[src/design/motion_schedule_light_fader_macros.svh]
// ----------------------------------------------------------------------------
// Assertion macros for the motion/schedule light fader
// Implication checks on aclk, disabled while aresetn is low.
// ----------------------------------------------------------------------------
`ifndef MOTION_SCHEDULE_LIGHT_FADER_MACROS_SVH
`define MOTION_SCHEDULE_LIGHT_FADER_MACROS_SVH

`ifndef NO_ASSERTIONS

// pre holds -> post holds in the same cycle
`define MSLF_ASSERT_IMPLY(label, pre, post, msg) \
    label: assert property (@(posedge aclk) disable iff (!aresetn) (pre) |-> (post)) \
        else $error(msg);

// pre holds -> post holds in the next cycle
`define MSLF_ASSERT_NEXT(label, pre, post, msg) \
    label: assert property (@(posedge aclk) disable iff (!aresetn) (pre) |=> (post)) \
        else $error(msg);

`else

`define MSLF_ASSERT_IMPLY(label, pre, post, msg)
`define MSLF_ASSERT_NEXT(label, pre, post, msg)

`endif

`endif

[src/design/mslf_pkg.sv]
// ----------------------------------------------------------------------------
// mslf_pkg
// Item types, codes and mode helpers for the light fader.
// ----------------------------------------------------------------------------
package mslf_pkg;

    localparam int MODE_W  = 42;
    localparam int LEN_W   = 16;
    localparam int CH_N    = 5;
    localparam int CH_W    = 3;
    localparam int COLOR_EN_BIT = 40;
    localparam int WHITE_EN_BIT = 41;

    typedef logic [MODE_W-1:0] mode_t;

    // action codes
    localparam logic [1:0] ACT_TICK     = 2'd0;
    localparam logic [1:0] ACT_MOTION   = 2'd1;
    localparam logic [1:0] ACT_SCHEDULE = 2'd2;
    localparam logic [1:0] ACT_START    = 2'd3;

    // configuration register indexes
    localparam logic [1:0] CFG_LOW_MODE    = 2'd0;
    localparam logic [1:0] CFG_HIGH_MODE   = 2'd1;
    localparam logic [1:0] CFG_FADE_ON_MS  = 2'd2;
    localparam logic [1:0] CFG_FADE_OFF_MS = 2'd3;

    // channel order of the serial blend
    localparam logic [CH_W-1:0] CH_BRIGHT = 3'd0;
    localparam logic [CH_W-1:0] CH_GREEN  = 3'd1;
    localparam logic [CH_W-1:0] CH_RED    = 3'd2;
    localparam logic [CH_W-1:0] CH_BLUE   = 3'd3;
    localparam logic [CH_W-1:0] CH_WHITE  = 3'd4;

    typedef struct packed {
        logic [1:0] action;
        logic       level;
    } in_item_t;

    typedef struct packed {
        logic [7:0] brightness;
        logic [7:0] green;
        logic [7:0] red;
        logic [7:0] blue;
        logic [7:0] white;
        logic       fading;
    } out_item_t;

    // byte of a packed mode for one channel
    function automatic logic [7:0] mode_byte(input mode_t m, input logic [CH_W-1:0] ch);
        logic [7:0] b;
        unique case (ch)
            CH_BRIGHT: b = m[7:0];
            CH_GREEN:  b = m[23:16];
            CH_RED:    b = m[31:24];
            CH_BLUE:   b = m[15:8];
            CH_WHITE:  b = m[39:32];
            default:   b = 8'h00;
        endcase
        return b;
    endfunction

    // channels shown for a mode; colour and white gated by their enables
    function automatic out_item_t mode_show(input mode_t m, input logic fading);
        out_item_t o;
        o.brightness = m[7:0];
        o.green      = m[COLOR_EN_BIT] ? m[23:16] : 8'h00;
        o.red        = m[COLOR_EN_BIT] ? m[31:24] : 8'h00;
        o.blue       = m[COLOR_EN_BIT] ? m[15:8]  : 8'h00;
        o.white      = m[WHITE_EN_BIT] ? m[39:32] : 8'h00;
        o.fading     = fading;
        return o;
    endfunction

endpackage

[src/design/motion_schedule_light_fader.sv]
// ----------------------------------------------------------------------------
// motion_schedule_light_fader
// RGBW strip fader: holds a lighting mode and fades between modes on motion
// and schedule items, advancing one step per millisecond tick item.
// ----------------------------------------------------------------------------
//
//  port group   dir  handshake               payload
//  s_*          in   s_valid / s_ready       mslf_pkg::in_item_t  (action, level)
//  m_*          out  m_valid / m_ready       mslf_pkg::out_item_t (colours, fading)
//  cfg_*        in   cfg_wr_en (no wait)     cfg_index, cfg_data
//
//  An item that leaves no fade running goes from the accept edge to ST_DONE and
//  fills the output register from there once m_ready allows. An item shown
//  mid-fade runs five channels, each a load step, a bit-serial multiply and a
//  bit-serial restoring division, then loads the output register in ST_DONE.
//  s_ready rises at the edge that loads the output register.
//  Reset is synchronous, active low; it clears all mode, fade and config state.
//  The output register holds one finished item; a stalled m_ready holds the
//  next result in the blend registers and keeps s_ready low until it drains.
//
`include "motion_schedule_light_fader_macros.svh"

module motion_schedule_light_fader (
    input  logic                  aclk,
    input  logic                  aresetn,

    input  logic                  s_valid,
    output logic                  s_ready,
    input  mslf_pkg::in_item_t    s_data,

    output logic                  m_valid,
    input  logic                  m_ready,
    output mslf_pkg::out_item_t   m_data,

    input  logic                  cfg_wr_en,
    input  logic [1:0]            cfg_index,
    input  logic [mslf_pkg::MODE_W-1:0] cfg_data
);

    // sequencer states
    localparam logic [2:0] ST_IDLE = 3'd0;
    localparam logic [2:0] ST_LOAD = 3'd1;
    localparam logic [2:0] ST_MUL  = 3'd2;
    localparam logic [2:0] ST_DIV  = 3'd3;
    localparam logic [2:0] ST_DONE = 3'd4;

    localparam int ACC_W = 8 + mslf_pkg::LEN_W;

    // configuration
    mslf_pkg::mode_t               low_mode_reg;
    mslf_pkg::mode_t               high_mode_reg;
    logic [mslf_pkg::LEN_W-1:0]    fade_on_reg;
    logic [mslf_pkg::LEN_W-1:0]    fade_off_reg;

    // fader state
    mslf_pkg::mode_t               current_mode_reg, current_mode_next;
    mslf_pkg::mode_t               fade_start_reg,   fade_start_next;
    mslf_pkg::mode_t               fade_target_reg,  fade_target_next;
    logic [mslf_pkg::LEN_W-1:0]    elapsed_reg,      elapsed_next;
    logic [mslf_pkg::LEN_W-1:0]    fade_len_reg,     fade_len_next;
    logic                          fade_active_reg,  fade_active_next;

    // serial blend datapath
    logic [2:0]                    state_reg, state_next;
    logic [mslf_pkg::CH_W-1:0]     ch_reg, ch_next;
    logic [2:0]                    step_reg, step_next;
    logic [7:0]                    sbits_reg, sbits_next;
    logic [7:0]                    tbits_reg, tbits_next;
    logic [ACC_W-1:0]              acc_reg, acc_next;
    logic [7:0]                    res_reg [mslf_pkg::CH_N];

    // output register
    logic                          m_valid_reg;
    mslf_pkg::out_item_t           m_data_reg;

    logic                          s_accept;
    logic                          out_load;

    assign s_ready  = (state_reg == ST_IDLE);
    assign s_accept = s_valid && s_ready;
    assign m_valid  = m_valid_reg;
    assign m_data   = m_data_reg;
    assign out_load = (state_reg == ST_DONE) && (!m_valid_reg || m_ready);

    // ------------------------------------------------------------------
    // Configuration writes
    // ------------------------------------------------------------------
    always_ff @(posedge aclk) begin
        if (!aresetn) begin
            low_mode_reg  <= '0;
            high_mode_reg <= '0;
            fade_on_reg   <= '0;
            fade_off_reg  <= '0;
        end else if (cfg_wr_en) begin
            unique case (cfg_index)
                mslf_pkg::CFG_LOW_MODE:    low_mode_reg  <= cfg_data;
                mslf_pkg::CFG_HIGH_MODE:   high_mode_reg <= cfg_data;
                mslf_pkg::CFG_FADE_ON_MS:  fade_on_reg   <= cfg_data[mslf_pkg::LEN_W-1:0];
                mslf_pkg::CFG_FADE_OFF_MS: fade_off_reg  <= cfg_data[mslf_pkg::LEN_W-1:0];
            endcase
        end
    end

    // ------------------------------------------------------------------
    // Item decode: mode and fade state update at the accept edge
    // ------------------------------------------------------------------
    logic                          go_fade;
    mslf_pkg::mode_t               go_target;
    logic [mslf_pkg::LEN_W-1:0]    go_len;
    logic [mslf_pkg::LEN_W-1:0]    tick_count;

    assign tick_count = elapsed_reg + 1'b1;

    always_comb begin
        current_mode_next = current_mode_reg;
        fade_start_next   = fade_start_reg;
        fade_target_next  = fade_target_reg;
        elapsed_next      = elapsed_reg;
        fade_len_next     = fade_len_reg;
        fade_active_next  = fade_active_reg;
        go_fade           = 1'b0;
        go_target         = '0;
        go_len            = fade_on_reg;

        if (s_accept) begin
            if (fade_active_reg) begin
                // only ticks count during a fade; other items are dropped
                if (s_data.action == mslf_pkg::ACT_TICK) begin
                    elapsed_next = tick_count;
                    if (tick_count >= fade_len_reg) begin
                        current_mode_next = fade_target_reg;
                        fade_active_next  = 1'b0;
                    end
                end
            end else begin
                unique case (s_data.action)
                    mslf_pkg::ACT_START: begin
                        current_mode_next = low_mode_reg;
                    end
                    mslf_pkg::ACT_MOTION: begin
                        // skip when brightness, colour and white already match
                        if (s_data.level && (current_mode_reg[39:0] != high_mode_reg[39:0])) begin
                            go_fade   = 1'b1;
                            go_target = high_mode_reg;
                            go_len    = fade_on_reg;
                        end
                    end
                    mslf_pkg::ACT_SCHEDULE: begin
                        if (s_data.level && (current_mode_reg[7:0] == 8'h00)) begin
                            go_fade   = 1'b1;
                            go_target = low_mode_reg;
                            go_len    = fade_on_reg;
                        end else if (!s_data.level && (current_mode_reg[7:0] != 8'h00)) begin
                            go_fade   = 1'b1;
                            go_target = '0;
                            go_len    = fade_off_reg;
                        end
                    end
                    mslf_pkg::ACT_TICK: begin
                        // idle tick: hold everything
                    end
                endcase

                if (go_fade) begin
                    if (go_len == '0) begin
                        // zero length: jump straight to the target
                        current_mode_next = go_target;
                    end else begin
                        fade_start_next  = current_mode_reg;
                        fade_target_next = go_target;
                        fade_len_next    = go_len;
                        elapsed_next     = '0;
                        fade_active_next = 1'b1;
                    end
                end
            end
        end
    end

    always_ff @(posedge aclk) begin
        if (!aresetn) begin
            current_mode_reg <= '0;
            fade_start_reg   <= '0;
            fade_target_reg  <= '0;
            elapsed_reg      <= '0;
            fade_len_reg     <= '0;
            fade_active_reg  <= 1'b0;
        end else begin
            current_mode_reg <= current_mode_next;
            fade_start_reg   <= fade_start_next;
            fade_target_reg  <= fade_target_next;
            elapsed_reg      <= elapsed_next;
            fade_len_reg     <= fade_len_next;
            fade_active_reg  <= fade_active_next;
        end
    end

    // ------------------------------------------------------------------
    // Serial blend: per channel, num = s*(D-e) + t*e one bit of s and t per
    // cycle (MSB first), then num / D one quotient bit per cycle. The
    // remainder lives in acc[23:8]; quotient bits shift in at acc[0].
    // ------------------------------------------------------------------
    logic [mslf_pkg::LEN_W-1:0]    remain_len;
    logic [ACC_W-1:0]              mul_sum;
    logic [mslf_pkg::LEN_W:0]      trial;
    logic [mslf_pkg::LEN_W-1:0]    trial_diff;
    logic                          q_bit;
    logic [mslf_pkg::LEN_W-1:0]    rem_new;

    assign remain_len = fade_len_reg - elapsed_reg;
    assign mul_sum    = {acc_reg[ACC_W-2:0], 1'b0}
                      + (sbits_reg[7] ? ACC_W'(remain_len) : '0)
                      + (tbits_reg[7] ? ACC_W'(elapsed_reg) : '0);
    assign trial      = {acc_reg[ACC_W-1:8], acc_reg[7]};
    // trial stays below 2*D, so the low bits of the difference are exact
    assign trial_diff = trial[mslf_pkg::LEN_W-1:0] - fade_len_reg;
    assign q_bit      = (trial >= {1'b0, fade_len_reg});
    assign rem_new    = q_bit ? trial_diff : trial[mslf_pkg::LEN_W-1:0];

    always_comb begin
        state_next = state_reg;
        ch_next    = ch_reg;
        step_next  = step_reg;
        sbits_next = sbits_reg;
        tbits_next = tbits_reg;
        acc_next   = acc_reg;

        unique case (state_reg)
            ST_IDLE: begin
                if (s_accept) begin
                    ch_next    = mslf_pkg::CH_BRIGHT;
                    state_next = fade_active_next ? ST_LOAD : ST_DONE;
                end
            end
            ST_LOAD: begin
                sbits_next = mslf_pkg::mode_byte(fade_start_reg, ch_reg);
                tbits_next = mslf_pkg::mode_byte(fade_target_reg, ch_reg);
                acc_next   = '0;
                step_next  = '0;
                state_next = ST_MUL;
            end
            ST_MUL: begin
                acc_next   = mul_sum;
                sbits_next = {sbits_reg[6:0], 1'b0};
                tbits_next = {tbits_reg[6:0], 1'b0};
                step_next  = step_reg + 1'b1;
                if (step_reg == 3'd7) begin
                    state_next = ST_DIV;
                end
            end
            ST_DIV: begin
                acc_next  = {rem_new, acc_reg[6:0], q_bit};
                step_next = step_reg + 1'b1;
                if (step_reg == 3'd7) begin
                    if (ch_reg == mslf_pkg::CH_WHITE) begin
                        state_next = ST_DONE;
                    end else begin
                        ch_next    = ch_reg + 1'b1;
                        state_next = ST_LOAD;
                    end
                end
            end
            ST_DONE: begin
                if (out_load) begin
                    state_next = ST_IDLE;
                end
            end
            default: begin
                state_next = ST_IDLE;
            end
        endcase
    end

    always_ff @(posedge aclk) begin
        if (!aresetn) begin
            state_reg <= ST_IDLE;
            ch_reg    <= '0;
            step_reg  <= '0;
        end else begin
            state_reg <= state_next;
            ch_reg    <= ch_next;
            step_reg  <= step_next;
        end
    end

    always_ff @(posedge aclk) begin
        sbits_reg <= sbits_next;
        tbits_reg <= tbits_next;
        acc_reg   <= acc_next;
        if ((state_reg == ST_DIV) && (step_reg == 3'd7)) begin
            res_reg[ch_reg] <= acc_next[7:0];
        end
    end

    // ------------------------------------------------------------------
    // Result assembly: blended mode while fading, else the current mode.
    // Colour blends only when both ends have colour on; otherwise take the
    // target's colour and enable. White enable always follows the target.
    // ------------------------------------------------------------------
    mslf_pkg::mode_t               blend_mode;
    logic                          both_color;

    assign both_color = fade_start_reg[mslf_pkg::COLOR_EN_BIT]
                     && fade_target_reg[mslf_pkg::COLOR_EN_BIT];

    always_comb begin
        blend_mode        = '0;
        blend_mode[7:0]   = res_reg[mslf_pkg::CH_BRIGHT];
        blend_mode[39:32] = res_reg[mslf_pkg::CH_WHITE];
        if (both_color) begin
            blend_mode[15:8]  = res_reg[mslf_pkg::CH_BLUE];
            blend_mode[23:16] = res_reg[mslf_pkg::CH_GREEN];
            blend_mode[31:24] = res_reg[mslf_pkg::CH_RED];
        end else begin
            blend_mode[31:8]  = fade_target_reg[31:8];
        end
        blend_mode[mslf_pkg::COLOR_EN_BIT] = fade_target_reg[mslf_pkg::COLOR_EN_BIT];
        blend_mode[mslf_pkg::WHITE_EN_BIT] = fade_target_reg[mslf_pkg::WHITE_EN_BIT];
    end

    always_ff @(posedge aclk) begin
        if (!aresetn) begin
            m_valid_reg <= 1'b0;
        end else if (out_load) begin
            m_valid_reg <= 1'b1;
        end else if (m_ready) begin
            m_valid_reg <= 1'b0;
        end
    end

    always_ff @(posedge aclk) begin
        if (out_load) begin
            m_data_reg <= fade_active_reg ? mslf_pkg::mode_show(blend_mode, 1'b1)
                                          : mslf_pkg::mode_show(current_mode_reg, 1'b0);
        end
    end

    // ------------------------------------------------------------------
    // Assertions
    // ------------------------------------------------------------------
    `MSLF_ASSERT_IMPLY(a_fade_in_range, fade_active_reg, elapsed_reg < fade_len_reg, "tick count at fade length")
    `MSLF_ASSERT_IMPLY(a_div_rem_below_len, state_reg == ST_DIV, acc_reg[ACC_W-1:8] < fade_len_reg, "remainder too big")
    `MSLF_ASSERT_NEXT(a_mode_held_busy, state_reg != ST_IDLE, $stable(current_mode_reg) && $stable(elapsed_reg), "state moved")
    `MSLF_ASSERT_IMPLY(a_out_from_done, $rose(m_valid_reg), $past(state_reg == ST_DONE), "output loaded outside done")
    `MSLF_ASSERT_IMPLY(a_channel_range, state_reg != ST_IDLE, ch_reg <= mslf_pkg::CH_WHITE, "channel out of range")

endmodule
[config.mk]
export PLATFORM = sky130hd
export DESIGN_NAME = motion_schedule_light_fader
export DESIGN_NICKNAME = d
export VERILOG_FILES = /design/src/design/mslf_pkg.sv /design/src/design/motion_schedule_light_fader.sv
export VERILOG_INCLUDE_DIRS = /design/src /design/src/design
export SDC_FILE = /design/constraint.sdc
export NUM_CORES = 1
export LEC_CHECK = 0
export BUFFER_PORTS_ARGS = -buffer_cell sky130_fd_sc_hd__buf_4
export CORE_MARGIN = 2
export CORE_UTILIZATION = 55
export CTS_CLUSTER_DIAMETER = 120
export CTS_CLUSTER_SIZE = 30
export DETAILED_ROUTE_END_ITERATION = 8
export GPL_ROUTABILITY_DRIVEN = 0
export PLACE_DENSITY = 0.72
export SLEW_MARGIN = 0
export SYNTH_ARGS = -nofsm -noshare
export SYNTH_HDL_FRONTEND = slang
export SYNTH_SLANG_ARGS = --single-unit
[constraint.sdc]
create_clock -name aclk -period 13.4 [get_ports aclk]
set_input_delay 1.34 -clock aclk [delete_from_list [all_inputs] [get_ports aclk]]
set_output_delay 1.34 -clock aclk [all_outputs]
set_load 0.02 [all_outputs]
* Yosys cells after proc, flatten, opt, wreduce, memory -nomap -nowiden *
Memories as Yosys holds them, arrays and structs flattened.
Cells that the tools add are included.

storage, ports and cells
  RAM bits = 40
  output and inout bits = 43
  word-level logic and storage cells = 157
  input port bits = 52
  memories kept = 1
  flip-flop bits (word level) = 365

memories
  name     depth  width  rd ports  clocked after Yosys merged registers in  write ports  RTL line                           source
  res_reg  5      8      5         0                                        1            motion_schedule_light_fader.sv:70  logic [7:0] res_reg [mslf_pkg::CH_N];

cells by class
  eq/ne operators = 24
  $add $sub $neg = 7
  bitwise gates (word level) = 2
  mux-type cells = 64
  reductions and logical operators = 33
  order comparisons = 2

operators by type and width
  kind                                                             number
  42-bit 2-to-1 mux                                                8
  16-bit 2-to-1 mux                                                12
  42-bit one-hot mux with 2 select lines                           1
  8-bit one-hot mux with 5 select lines                            2
  24-bit one-hot mux with 3 select lines                           1
  8-bit 2-to-1 mux                                                 8
  24-bit by 16-bit adder with 24-bit output                        2
  41-bit 2-to-1 mux                                                1
  40-bit != test                                                   1
  8-bit one-hot mux with 2 select lines                            2
  16-bit subtractor                                                2
  3-bit 2-to-1 mux                                                 9
  24-bit 2-to-1 mux                                                1
  17-bit by 16-bit >= comparator with 1-bit output                 1
  16-bit by 1-bit adder with 16-bit output, second input constant  1
  16-bit >= comparator                                             1
  16-bit logical NOT                                               1
  4-bit AND reduction                                              4
  1-bit 2-to-1 mux                                                 15
  3-bit one-hot mux with 5 select lines                            1
  3-bit by 2-bit == test with 1-bit output, second input constant  4
  3-bit one-hot mux with 2 select lines                            2
  2-bit != test, second input constant                             5
  2-bit nonzero test                                               5
  other kinds (19)                                                 42

* Depth between registers and ports, before layout *
  depth in word-level cells = 15
  gate-level depth with buffers = 21

* Least setup slack after synthesis *
OpenSTA, ideal clock, no wires.

  path kind = reg-to-reg
  from = register elapsed_reg[2] in the netlist's numbering
  to = register acc_reg[19], data pin
  setup slack = 8563 ps
  period minus slack after synthesis = 4837 ps
  arrival time = 4574 ps
  setup time = 263 ps
  buffers on the path = 1
  cell stages (with the launch flop) = 22
  cell sequence = dfxtp_1 > clkbuf_1 > inv_1 > ha_1 > nor2b_1 > o31ai_1 > nand2b_1 > a31o_2 > a41o_1 > o41a_1 > xor2_1 > and2_1 > fa_1 > ha_1 > a21o_1 > nand2_1 > nand2b_1 > a21o_1 > o211ai_2 > nand2_2 > and4_1 > a2111o_1

on the way
  cells in the longest elaborated chain, start to end = 5
  elaborated cells on any way between the ends = 6
  classes of those cells = 3 x add/sub; 3 x mux

RTL lines
  item                                         RTL line                            source
  start: declaration                           motion_schedule_light_fader.sv:59   logic [mslf_pkg::LEN_W-1:0] elapsed_reg, elapsed_next;
  start signal: assignment                     motion_schedule_light_fader.sv:192  elapsed_reg <= elapsed_next;
  16-bit subtractor                            motion_schedule_light_fader.sv:210  assign remain_len = fade_len_reg - elapsed_reg;
  16-bit 2-to-1 mux                            motion_schedule_light_fader.sv:212  + (sbits_reg[7] ? ACC_W'(remain_len) : '0)
  24-bit by 16-bit adder with 24-bit output    motion_schedule_light_fader.sv:212
  24-bit by 16-bit adder with 24-bit output *  motion_schedule_light_fader.sv:213  + (tbits_reg[7] ? ACC_W'(elapsed_reg) : '0);
  24-bit one-hot mux with 3 select lines *     motion_schedule_light_fader.sv:228  unique case (state_reg)
  named net acc_next[19]                       motion_schedule_light_fader.sv:69   logic [ACC_W-1:0] acc_reg, acc_next;
  end signal: assignment                       motion_schedule_light_fader.sv:289  acc_reg <= acc_next;
  end: declaration                             motion_schedule_light_fader.sv:69

The timed path passes the listed nets; every way through them passes the cells marked *.
A chain may end at the register's enable or synchronous reset.

* Worst setup path after layout *
  from = register elapsed_reg[2] in the netlist's numbering
  to = register acc_reg[23], data pin

The elaborated chain is that of the path after synthesis.

==> out/metrics.csv <==
metric;value;unit
Num CTS Buffers;17;
Setup-failing EPs final;0;
Post-CTS Hold Fix Bufs;0;
Period Utilization, post-route;38.9;%
max_cap viols;0;
Post-synth ARST share;0;%
Cells after Synth;2426;
Avg Vias per Cell;6.39;
syn_nets;2574;
CP Max Fanout;9;
Synth Area in Adders;6.30;%
Syn Area/Cell;8.74;um^2
mux share of post-synthesis cell area;4.86;%
final slew viol count;0;
Placed Area;22100;um^2
First-pass DRT Iterations;9;
IO Port Bufs;94;
mapped cell area;21200;um^2
max_slew headroom;20.1;%
Die H;200;um
Final #Nets;2540;
Site Rows;71;
kind of start point of the critical path;flop;
worst hold slack;0.466;ns
core area;37800;um^2
Synth Register Bits;405;
first-pass GRT wire length;98200;um
total wire length;64000;um
TritonCTS Sinks;405;
IO Count;95;
clk root buf;clkbuf_16;
CP Capture Type;flop;
die area;40100;um^2
P_leak;7.95;nW
initial drt markers;2467;
EDFF count, synth;113;
pwr/cell area;122;nW/um^2
CTS tree;done;
minimum clock period;5.21;ns
final worst slack;8.19;ns
Post-Synth XOR/XNOR Area;3.59;%
post-synthesis simple-gate area fraction;16.6;%
commonest non-fill, non-tap cell in the layout;nand2_1;
post-route cell area;22600;um^2
Buf+Inv Stages, Crit Path;1;
delay of the slowest cell on the worst path;0.53;ns
crit-path cells;inv_1 -> ha_1 -> nor2b_1 -> o31ai_1 -> nand2b_1 -> a31o_2 -> a41o_1 -> o41a_1 -> a31oi_1 -> mux2i_1 -> fa_1 -> ha_1 -> o311a_1 -> o211ai_2 -> a2111oi_0 -> xnor2_1 -> o22ai_1;
residual DRC count;0;
HP Class;flop to flop;
RSZ-0062 raised after global routing;no;
Diodes inserted;0;
clk_lat worst skew;0.54;ns
Top FF cell, synth;dfxtp_1;
Routed WL per cell;22.0;um
die width;200;um
post-cts sizing count;0;
cell family with most CP delay;compound AO/OA/AOI/OAI gates;
Worst Skew;0.0193;ns
FMAX;0.192;GHz
WS Path Type;flop to flop;
Synth Area in Compound Gates;20.9;%
largest family of logic cells by synthesized area;compound AO/OA/AOI/OAI gates;
share of cells above drive strength 1;7.21;%
Initial Util;56.0;%
Final HPWL DP;44300;um
Clock Tree Buf Depth;3;
via count;18600;
total number of yosys warnings;0;
distinct cell type count after synthesis;68;
GR Util All Layers;30.6;%
Clock Pin Slew Worst Setup and Hold Paths;0.12;ns
commonest non-fill, non-tap cells in the layout;nand2_1 (500), dfxtp_1 (291), a21oi_1 (253);
sequential fraction of the synthesis area;43.6;%
total gr overflow;0;
status;finished, final reports clean;
Crit path top cell by count;ha_1;
Tot Pwr;0.00275;W
largest net degree at the start of global routing;94;
Worst Setup Slack post-DPL;8.25;ns
final hold vios;0;
Clock H-tree levels;1;
Post-CTS Setup Bufs;0;
Max stage delay cell, worst path;a2111oi_0;
Area Overhead vs Synth;6.45;%
initial antenna violation count;0;
vias in the first global route;16700;
arrival time at the worst endpoint;5.48;ns
data required time at the worst endpoint;13.67;ns
worst-margin pin slew;1.19;ns
antenna-violating nets left;0;
Setup TNS Final;0;ns
VDD IR max;0.0938;mV
==> worst min-delay path: stages, from the launching register on <==
cell and delay (ns):
dfxtp_1 0.33, nand2_1 0.05, a21oi_1 0.05
==> routing by layer <==
| layer | track usage (%) | wire, um |
|---|---|---|
| met3 | 3.79 | 7250 |
| met4 | 7.88 | 1680 |
| met1 | 47.4 | 27900 |
| met2 | 45.1 | 27200 |
| met5 | 0 | 0 |
==> cell families (layout without fill, tap and decap cells) <==
logic type | after synthesis | count (layout)
AO/OA/AOI/OAI | 696 | 696
XOR/XNOR | 87 | 87
adder cells (fa/ha/maj) | 96 | 96
buffers and inverters | 224 | 196
flip-flops | 405 | 405
multiplexers | 102 | 102
AND/OR/NAND/NOR | 816 | 816
==> through the flow <==
step	utilization [%]	cells
2_1_floorplan	-	2426
4_1_cts	59.7	2909
5_1_grt	59.7	2909
6_report	59.7	2909
3_3_place_gp	58.4	2884
3_5_place_dp	58.4	2884
==> where the power goes <==
group | internal (W) | total (W) | switching (W)
combinational | 0.000253 | 0.000646 | 0.000393
clock | 0.000240 | 0.000624 | 0.000384
sequential | 0.00135 | 0.00148 | 0.000130
==> path summary, 6_finish.rpt <==
| path | startpoint | end | slack, ns | cells past startpoint |
|---|---|---|---|---|
| max | elapsed_reg[2]$_SDFFE_PN0P_ | acc_reg[23]$_DFFE_PN_ | 8.19 | 17 |
| min reg2reg | fade_target_reg[40]$_SDFFE_PN0P_ | fade_target_reg[40]$_SDFFE_PN0P_ | 0.47 | 2 |
| min | fade_target_reg[40]$_SDFFE_PN0P_ | fade_target_reg[40]$_SDFFE_PN0P_ | 0.47 | 2 |
| max reg2reg | elapsed_reg[2]$_SDFFE_PN0P_ | acc_reg[23]$_DFFE_PN_ | 8.19 | 17 |
==> cell type report <==
type / count / area, um^2
fillers: 3380 / 15300
clock inverters: 3 / 21.3
well taps: 511 / 639
clock buffers: 22 / 444
inverters: 50 / 193
multi-input cells: 1797 / 11100
repair buffers: 121 / 908
flip-flops and latches: 405 / 9240
==> cell usage after synthesis, types with 5 or more instances <==
master	n	area, um^2
a211o_1	44	385
a211oi_1	23	173
a21o_1	20	150
a21oi_1	253	1270
a222oi_1	16	160
a22o_1	57	499
a22oi_1	21	158
a31o_2	5	43.8
a31oi_1	47	294
and2_1	30	188
and3_1	12	75.1
buf_1	9	33.8
buf_2	22	110
clkbuf_1	139	522
dfxtp_1	292	5850
edfxtp_1	113	3390
fa_1	18	360
ha_1	78	976
inv_1	49	184
mux2_2	8	90.1
mux2i_1	94	941
nand2_1	500	1880
nand2b_1	11	68.8
nand3_1	63	315
nand4_1	21	131
nor2_1	110	413
nor2b_1	13	81.3
nor3_1	17	85.1
nor4_1	14	87.6
o211ai_1	12	90.1
o21a_1	7	52.6
o21ai_0	138	691
o22ai_1	10	62.6
o31ai_1	5	37.5
or3_1	5	31.3
xnor2_1	75	657
xor2_1	12	105
(Power assumes the default switching activity.)
